**src/hw/rtl/cbdq_pkg.sv**
```systemverilog
// Shared types and constants for the circular buffer deque.
// No dependencies; imported by cbdq_cell and circular_buffer_deque_unit.
`default_nettype none
package cbdq_pkg;

  localparam int unsigned DATA_W       = 32;
  localparam int unsigned ACT_W        = 3;
  localparam int unsigned COUNT_OUT_W  = 5;
  localparam int unsigned CAPACITY_DEF = 16;

  typedef enum logic [ACT_W-1:0] {
    ACT_QUERY     = 3'd0,
    ACT_INS_FRONT = 3'd1,
    ACT_INS_REAR  = 3'd2,
    ACT_DEL_FRONT = 3'd3,
    ACT_DEL_REAR  = 3'd4
  } act_t;

  // Per-cycle command broadcast to every cell of the chain.
  typedef struct packed {
    logic shift_r;   // insert front: every cell takes its left neighbor
    logic shift_l;   // delete front: every cell takes its right neighbor
    logic wr_rear;   // insert rear: the cell at the current count loads
  } cell_cmd_t;

  localparam logic [DATA_W-1:0] EMPTY_READ = '1;

endpackage
`default_nettype wire

```
**src/hw/rtl/cbdq_cell.sv**
```systemverilog
// One storage cell of the deque chain; holds one element and passes it
// to its neighbors on shifts. Depends on cbdq_pkg.
`default_nettype none
module cbdq_cell
  import cbdq_pkg::*;
#(
  parameter int unsigned IDX   = 0,
  parameter int unsigned CNT_W = 5
) (
  input  wire logic              clk,
  input  wire cell_cmd_t         cmd,
  input  wire logic [CNT_W-1:0]  count_r,
  input  wire logic [CNT_W-1:0]  count_nxt,
  input  wire logic [DATA_W-1:0] left_data,
  input  wire logic [DATA_W-1:0] right_data,
  input  wire logic [DATA_W-1:0] wr_data,
  output logic [DATA_W-1:0]      data_nxt,
  output logic                   rear_sel
);

  logic [DATA_W-1:0] data_r;

  always_comb begin
    data_nxt = data_r;
    priority if (cmd.shift_r) begin
      data_nxt = left_data;
    end else if (cmd.shift_l) begin
      data_nxt = right_data;
    end else if (cmd.wr_rear && (count_r == CNT_W'(IDX))) begin
      data_nxt = wr_data;
    end
  end

  // this cell holds the last element after the transfer
  assign rear_sel = (count_nxt == CNT_W'(IDX + 1));

  always_ff @(posedge clk) begin
    data_r <= data_nxt;
  end

endmodule
`default_nettype wire

```
**src/hw/rtl/circular_buffer_deque_unit.sv**
```systemverilog
// Top level of the double-ended queue: a chain of cbdq_cell elements with
// the front fixed at cell 0, a fill counter and a registered result stage.
// Depends on cbdq_pkg and cbdq_cell.
//
//   channel   ports                         direction
//   in        in_valid/in_ready, action,    into block
//             value
//   out       out_valid/out_ready,          out of block
//             accepted, is_empty, is_full,
//             count, front_value, rear_value
//
// One item per cycle: the result of an item is registered at its transfer
// edge and offered from the next cycle; the cell row and counter update at
// that same edge.
// A new item is taken whenever the result register is empty or being read.
// Reset clears the fill count and result valid; cell contents are not reset.
// A stall on out holds the result and blocks in until it is taken.
`default_nettype none
module circular_buffer_deque_unit
  import cbdq_pkg::*;
#(
  parameter int unsigned CAPACITY = CAPACITY_DEF
) (
  input  wire logic                     clk,
  input  wire logic                     rst_n,
  input  wire logic                     in_valid,
  output logic                          in_ready,
  input  wire logic [ACT_W-1:0]         in_action,
  input  wire logic signed [DATA_W-1:0] in_value,
  output logic                          out_valid,
  input  wire logic                     out_ready,
  output logic                          out_accepted,
  output logic                          out_is_empty,
  output logic                          out_is_full,
  output logic [COUNT_OUT_W-1:0]        out_count,
  output logic signed [DATA_W-1:0]      out_front_value,
  output logic signed [DATA_W-1:0]      out_rear_value
);

  localparam int unsigned CNT_W = $clog2(CAPACITY + 1);

  logic [CNT_W-1:0]  count_r, count_nxt;
  logic              xfer;
  logic              full, empty, ins_ok, del_ok;
  act_t              act;
  cell_cmd_t         cmd;
  logic [DATA_W-1:0] cell_data_nxt [CAPACITY];
  // current cell contents, as seen by the neighbors
  logic [DATA_W-1:0] cell_data_nxt_q [CAPACITY];
  logic [CAPACITY-1:0] rear_sel;
  logic [DATA_W-1:0] rear_mux;

  logic                     out_valid_r;
  logic                     accepted_r, is_empty_r, is_full_r;
  logic [COUNT_OUT_W-1:0]   count_out_r;
  logic [DATA_W-1:0]        front_r, rear_r;

  assign in_ready = !out_valid_r || out_ready;
  assign xfer     = in_valid && in_ready;
  assign act      = act_t'(in_action);
  assign full     = (count_r == CNT_W'(CAPACITY));
  assign empty    = (count_r == '0);

  always_comb begin
    cmd    = '0;
    ins_ok = 1'b0;
    del_ok = 1'b0;
    if (xfer) begin
      unique case (act)
        ACT_INS_FRONT: begin
          ins_ok      = !full;
          cmd.shift_r = !full;
        end
        ACT_INS_REAR: begin
          ins_ok      = !full;
          cmd.wr_rear = !full;
        end
        ACT_DEL_FRONT: begin
          del_ok      = !empty;
          cmd.shift_l = !empty;
        end
        ACT_DEL_REAR: begin
          del_ok = !empty;
        end
        default: ;
      endcase
    end
  end

  always_comb begin
    count_nxt = count_r;
    if (ins_ok) begin
      count_nxt = count_r + CNT_W'(1);
    end else if (del_ok) begin
      count_nxt = count_r - CNT_W'(1);
    end
  end

  for (genvar i = 0; i < CAPACITY; i++) begin : g_cell
    logic [DATA_W-1:0] left_d, right_d;
    if (i == 0) begin : g_first
      assign left_d = in_value;
    end else begin : g_mid
      assign left_d = cell_data_nxt_q[i-1];
    end
    if (i == CAPACITY - 1) begin : g_last
      assign right_d = cell_data_nxt_q[i];
    end else begin : g_inner
      assign right_d = cell_data_nxt_q[i+1];
    end
    cbdq_cell #(
      .IDX   (i),
      .CNT_W (CNT_W)
    ) u_cell (
      .clk        (clk),
      .cmd        (cmd),
      .count_r    (count_r),
      .count_nxt  (count_nxt),
      .left_data  (left_d),
      .right_data (right_d),
      .wr_data    (in_value),
      .data_nxt   (cell_data_nxt[i]),
      .rear_sel   (rear_sel[i])
    );
  end

  always_ff @(posedge clk) begin
    for (int i = 0; i < CAPACITY; i++) begin
      cell_data_nxt_q[i] <= cell_data_nxt[i];
    end
  end

  // one-hot select of the last occupied cell
  always_comb begin
    rear_mux = '0;
    for (int i = 0; i < CAPACITY; i++) begin
      rear_mux = rear_mux | ({DATA_W{rear_sel[i]}} & cell_data_nxt[i]);
    end
  end

  always_ff @(posedge clk) begin
    if (!rst_n) begin
      count_r     <= '0;
      out_valid_r <= 1'b0;
    end else begin
      count_r <= count_nxt;
      if (xfer) begin
        out_valid_r <= 1'b1;
      end else if (out_ready) begin
        out_valid_r <= 1'b0;
      end
    end
  end

  always_ff @(posedge clk) begin
    if (xfer) begin
      accepted_r  <= ins_ok || del_ok;
      is_empty_r  <= (count_nxt == '0);
      is_full_r   <= (count_nxt == CNT_W'(CAPACITY));
      count_out_r <= COUNT_OUT_W'(count_nxt);
      front_r     <= (count_nxt == '0) ? EMPTY_READ : cell_data_nxt[0];
      rear_r      <= (count_nxt == '0) ? EMPTY_READ : rear_mux;
    end
  end

  assign out_valid       = out_valid_r;
  assign out_accepted    = accepted_r;
  assign out_is_empty    = is_empty_r;
  assign out_is_full     = is_full_r;
  assign out_count       = count_out_r;
  assign out_front_value = front_r;
  assign out_rear_value  = rear_r;

endmodule
`default_nettype wire

```
**config.mk**
```make
export PLATFORM = sky130hd
export DESIGN_NAME = circular_buffer_deque_unit
export DESIGN_NICKNAME = d
export VERILOG_FILES = /design/src/hw/rtl/cbdq_pkg.sv /design/src/hw/rtl/cbdq_cell.sv /design/src/hw/rtl/circular_buffer_deque_unit.sv
export SDC_FILE = /design/constraint.sdc
export NUM_CORES = 2
export LEC_CHECK = 0
export ABC_AREA = 1
export BUFFER_PORTS_ARGS = -buffer_cell sky130_fd_sc_hd__buf_2
export CAP_MARGIN = 30
export CORE_MARGIN = 3
export CORE_UTILIZATION = 40
export CTS_CLUSTER_DIAMETER = 80
export CTS_CLUSTER_SIZE = 12
export DETAILED_ROUTE_END_ITERATION = 10
export PLACE_DENSITY = 0.67
export SYNTH_ARGS = -nofsm -noshare
export SYNTH_HDL_FRONTEND = slang
export SYNTH_SLANG_ARGS = --single-unit
export TNS_END_PERCENT = 5
```
**constraint.sdc**
```tcl
create_clock -name clk -period 4.46 [get_ports clk]
set_input_delay 0.223 -clock clk [delete_from_list [all_inputs] [get_ports clk]]
set_output_delay 0.223 -clock clk [all_outputs]
set_load 0.1 [all_outputs]
```
==> results.rst <==
.. list-table::
   :header-rows: 1

   * - Metric
     - Value
   * - Status
     - completed
   * - Launch point of the worst reg-to-reg path
     - count_r[0]
   * - Relative area change from synthesis to final layout
     - 9.300%
   * - Maximum number of pins on one net before global-route repair
     - 205
   * - Slack of the worst reg-to-reg path
     - roughly 0.48 ns
   * - Worst Path Arrival
     - approximately 4.4 ns
   * - X dimension of the die
     - about 300 µm
   * - Critical hold path startpoint
     - in_value[18]
   * - Vias in the first global route
     - 36250
   * - Post-synthesis net count
     - 5528
   * - Total Nets Final
     - 5366
   * - HPWL Detailed
     - 85.50 mm
   * - Synth area leader
     - sky130_fd_sc_hd__dfxtp_1
   * - First-pass GRT wire length
     - 222.4 mm
   * - Power per standard cell area
     - around 560 mW/mm²
   * - Critical Path Fanout Max
     - 40
   * - Destination of the worst register-to-register timing path
     - out_rear_value[17]
   * - Hold violation total from the final report
     - 0
   * - Synth top area cells
     - sky130_fd_sc_hd__dfxtp_1, sky130_fd_sc_hd__nand2_1, sky130_fd_sc_hd__nand3_1, sky130_fd_sc_hd__a21oi_1, sky130_fd_sc_hd__edfxtp_1
   * - Netlist Area Pre-Place
     - roughly 0.035 mm²
   * - Synth top area share
     - 29.79%
   * - Highest achievable clock rate
     - 251.3 MHz
   * - Endpoint class of the critical path
     - register
   * - Final period utilization
     - about nine tenths
   * - Clock tree from TritonCTS
     - yes
   * - Antenna violations before repair
     - 12
   * - Sum of routed wire length over all layers
     - 149.5 mm
   * - Height of the die
     - 301.0 µm
   * - Number of synthesis warnings
     - 0
   * - Die footprint
     - 0.09059 mm²
   * - Top library cells by usage in the layout, fill and taps aside
     - sky130_fd_sc_hd__nand2_1, sky130_fd_sc_hd__nand3_1, sky130_fd_sc_hd__dfxtp_1, sky130_fd_sc_hd__a21oi_1, sky130_fd_sc_hd__nor2_1
   * - Clock Root Buffer
     - sky130_fd_sc_hd__clkbuf_16
   * - Worst Setup Start Kind
     - register
   * - Top flip-flop cell by instance count after synthesis
     - sky130_fd_sc_hd__dfxtp_1
   * - Number of max-capacitance violations reported
     - 0
   * - Number of distinct library cells after synthesis
     - 35
   * - Max rail drop VDD
     - 0.3477 mV
   * - Number of synthesized flops with an enable pin
     - 72
   * - Max Root-Sink Buffers
     - 3
   * - Sum of overflow across all layers after global routing
     - 0
   * - Number of vias after detailed routing
     - 39260
   * - IO Count
     - 113
   * - Commonest non-fill, non-tap cell in the layout
     - sky130_fd_sc_hd__nand2_1
   * - Number of setup violations in the final report
     - 0
   * - Flip-flop and latch count after synthesis
     - 590
   * - Setup repair after global routing missed its margin
     - false
   * - Number of I/O port buffers
     - 112
   * - Sequential-to-total area share from yosys stat
     - between 30% and 40%
   * - Worst hold path endpoint
     - g_cell[15].u_cell.data_r[18]
   * - Overall global routing resource usage
     - a little under a third
   * - CTS Buf Count
     - 55
   * - H-tree depth
     - 2
   * - Rows
     - 107
   * - Worst hold path cell count
     - 3
   * - Clock Latency Late Sink
     - 0.64 ns
   * - Area of the core
     - 0.08568 mm²
   * - Min cycle time layout
     - 3.980 ns
   * - Aggregate negative setup slack
     - 0 ns
   * - Via density
     - 6.040
   * - DRC violation total after the first TritonRoute iteration
     - 5058
   * - Effective utilization at floorplan
     - 40.62%
   * - Remaining routing DRC violations
     - 0
   * - Max-slew violation count
     - 0
   * - Placer Congestion
     - 0.9120
   * - Critical path type
     - reg2reg
   * - Wirelength per Cell
     - between 20 and 25 µm
   * - Remaining number of nets flagged by the antenna check after routing
     - 0
   * - Tightest slew margin relative to the limit
     - 19.40%
   * - Clock tree skew after final layout
     - 0.01481 ns
   * - P_leak
     - 18.06 nW
   * - Fraction of layout instances using a drive strength above 1
     - 7.415%
   * - Tightest Pin Transition
     - 1.209 ns
   * - Fin Hold WS
     - 0.03100 ns
   * - Post-synthesis instance total
     - 5483
   * - Data required, critical path
     - 4.85 ns
   * - Class of the tightest hold or removal check
     - in2reg
   * - Average cell area after synthesis
     - 6.348 µm²
   * - Clock Pin Slew Worst Setup and Hold Paths
     - 0.07 ns
   * - Number of clock sinks
     - 590
   * - Number of cells traversed by the worst register-to-register path
     - 19
   * - FFs w/ async S/R, synth
     - 0%
   * - Drt first pass iters
     - 7
cells by family after synthesis:
kind of cell | share of synthesized area, %
buffers and inverters | 9.746
adder cells (fa/ha/maj) | 0.2157
XOR/XNOR | 0.05034
AND/OR/NAND/NOR | 38.26
AO/OA/AOI/OAI | 15.73
flip-flops | 36.01
worst max-delay path: stages (launching register included):
cell,delay [ns]
sky130_fd_sc_hd__dfxtp_1,0.41
sky130_fd_sc_hd__inv_1,0.16
sky130_fd_sc_hd__ha_1,0.28
sky130_fd_sc_hd__inv_1,0.12
sky130_fd_sc_hd__nor2_1,0.06
sky130_fd_sc_hd__nand2_2,0.14
sky130_fd_sc_hd__nand3_2,0.18
sky130_fd_sc_hd__nand2_1,0.10
sky130_fd_sc_hd__nand2_1,0.07
sky130_fd_sc_hd__nand2_1,0.07
sky130_fd_sc_hd__nand2_2,0.14
sky130_fd_sc_hd__nand2_1,0.25
sky130_fd_sc_hd__clkinv_2,0.57
sky130_fd_sc_hd__buf_4,0.57
sky130_fd_sc_hd__nand3_1,0.17
sky130_fd_sc_hd__nand2_1,0.06
sky130_fd_sc_hd__nor2_1,0.13
sky130_fd_sc_hd__nand2_1,0.09
sky130_fd_sc_hd__nor2_1,0.09
sky130_fd_sc_hd__nand2_1,0.06
registers in the layout, indices dropped and copies added (netlist names):
| register | count |
|---|---|
| cell_data_nxt_q | 15 |
| count_r | 5 |
| g_cell.u_cell.data_r | 497 |
| out_accepted | 1 |
| out_count | 5 |
| out_front_value | 32 |
| out_is_empty | 1 |
| out_is_full | 1 |
| out_rear_value | 32 |
| out_valid | 1 |
report_power, final:
group | internal (mW) | total [mW] | switching, mW | leakage (nW)
Sequential | 7.75 | 9.23 | 1.47 | 5.01
Combinational | 2.35 | 7.46 | 5.10 | 12.3
Clock | 2.34 | 4.54 | 2.20 | 0.747
metrics by stage:
step                instance area (µm²)  utilization (%)  instances  total power [mW]  worst slack [ns]
floorplan                         34810                -       5483             14.48            0.4808
global placement                  36350            42.42       6397             16.40            0.6265
detailed placement                36390            42.47       6399             16.53            0.6382
CTS                               38040            44.39       6498             21.05            0.5925
global route                      38040            44.39       6499             22.61            0.2036
finish                            38040            44.40       6501             21.22            0.4804
worst max-delay path by stage:
stage | startpoint | end | slack (ns) | depth (start not counted)
global route | count_r[0] | out_rear_value[2] | 0.20 | 18
global placement | count_r[0] | out_front_value[7] | 0.63 | 14
finish | count_r[0] | out_rear_value[17] | 0.48 | 19
CTS | count_r[0] | out_front_value[30] | 0.59 | 14
floorplan | out_valid | out_rear_value[10] | 0.48 | 12
detailed placement | count_r[0] | out_rear_value[22] | 0.64 | 19
area by class of cell:
class,instances,area (µm²)
sequential,590,12530
tap,1144,1431
timing repair buffer,266,2165
antenna,3,7.507
fill,9059,47640
inverter,322,1232
multi-input combinational,4086,19120
clock inverter,2,13.76
clock buffer,88,1543
Yosys cell counts (2+ instances only):
| cell | n |
|---|---|
| sky130_fd_sc_hd__a31oi_1 | 28 |
| sky130_fd_sc_hd__dfxtp_1 | 518 |
| sky130_fd_sc_hd__edfxtp_1 | 72 |
| sky130_fd_sc_hd__clkinv_1 | 4 |
| sky130_fd_sc_hd__a211oi_1 | 2 |
| sky130_fd_sc_hd__or2_1 | 30 |
| sky130_fd_sc_hd__a21oi_1 | 508 |
| sky130_fd_sc_hd__xor2_1 | 2 |
| sky130_fd_sc_hd__nand3_1 | 721 |
| sky130_fd_sc_hd__nand2_2 | 6 |
| sky130_fd_sc_hd__o22ai_1 | 29 |
| sky130_fd_sc_hd__buf_4 | 15 |
| sky130_fd_sc_hd__or2_2 | 14 |
| sky130_fd_sc_hd__o211ai_1 | 91 |
| sky130_fd_sc_hd__o21ai_1 | 37 |
| sky130_fd_sc_hd__buf_1 | 27 |
| sky130_fd_sc_hd__a22oi_1 | 78 |
| sky130_fd_sc_hd__buf_6 | 2 |
| sky130_fd_sc_hd__o21ai_0 | 213 |
| sky130_fd_sc_hd__nor2_4 | 7 |
| sky130_fd_sc_hd__nor3_1 | 30 |
| sky130_fd_sc_hd__nand4_1 | 222 |
| sky130_fd_sc_hd__ha_1 | 6 |
| sky130_fd_sc_hd__buf_2 | 233 |
| sky130_fd_sc_hd__nor2_1 | 487 |
| sky130_fd_sc_hd__inv_2 | 11 |
| sky130_fd_sc_hd__nand2_1 | 1562 |
| sky130_fd_sc_hd__nand3_2 | 6 |
| sky130_fd_sc_hd__clkbuf_1 | 208 |
| sky130_fd_sc_hd__inv_1 | 307 |
| sky130_fd_sc_hd__nor2_2 | 3 |
routing by layer:
metal  global-route usage, %  part of all wire (%)
met5                       0                 0.041
met4                   16.71                   6.3
met3                   8.709                    13
met2                   47.80                    42
met1                   41.32                    39
what timing repair did:
| item | 4_1_cts | 5_1_grt |
|---|---|---|
| setup buffers | 0 | 0 |
| gates resized for setup | 0 | 0 |
| hold buffers | 9 | 0 |
| endpoints found under the hold margin | 12 | 0 |
No activity file was read; power rests on OpenSTA's default activity.
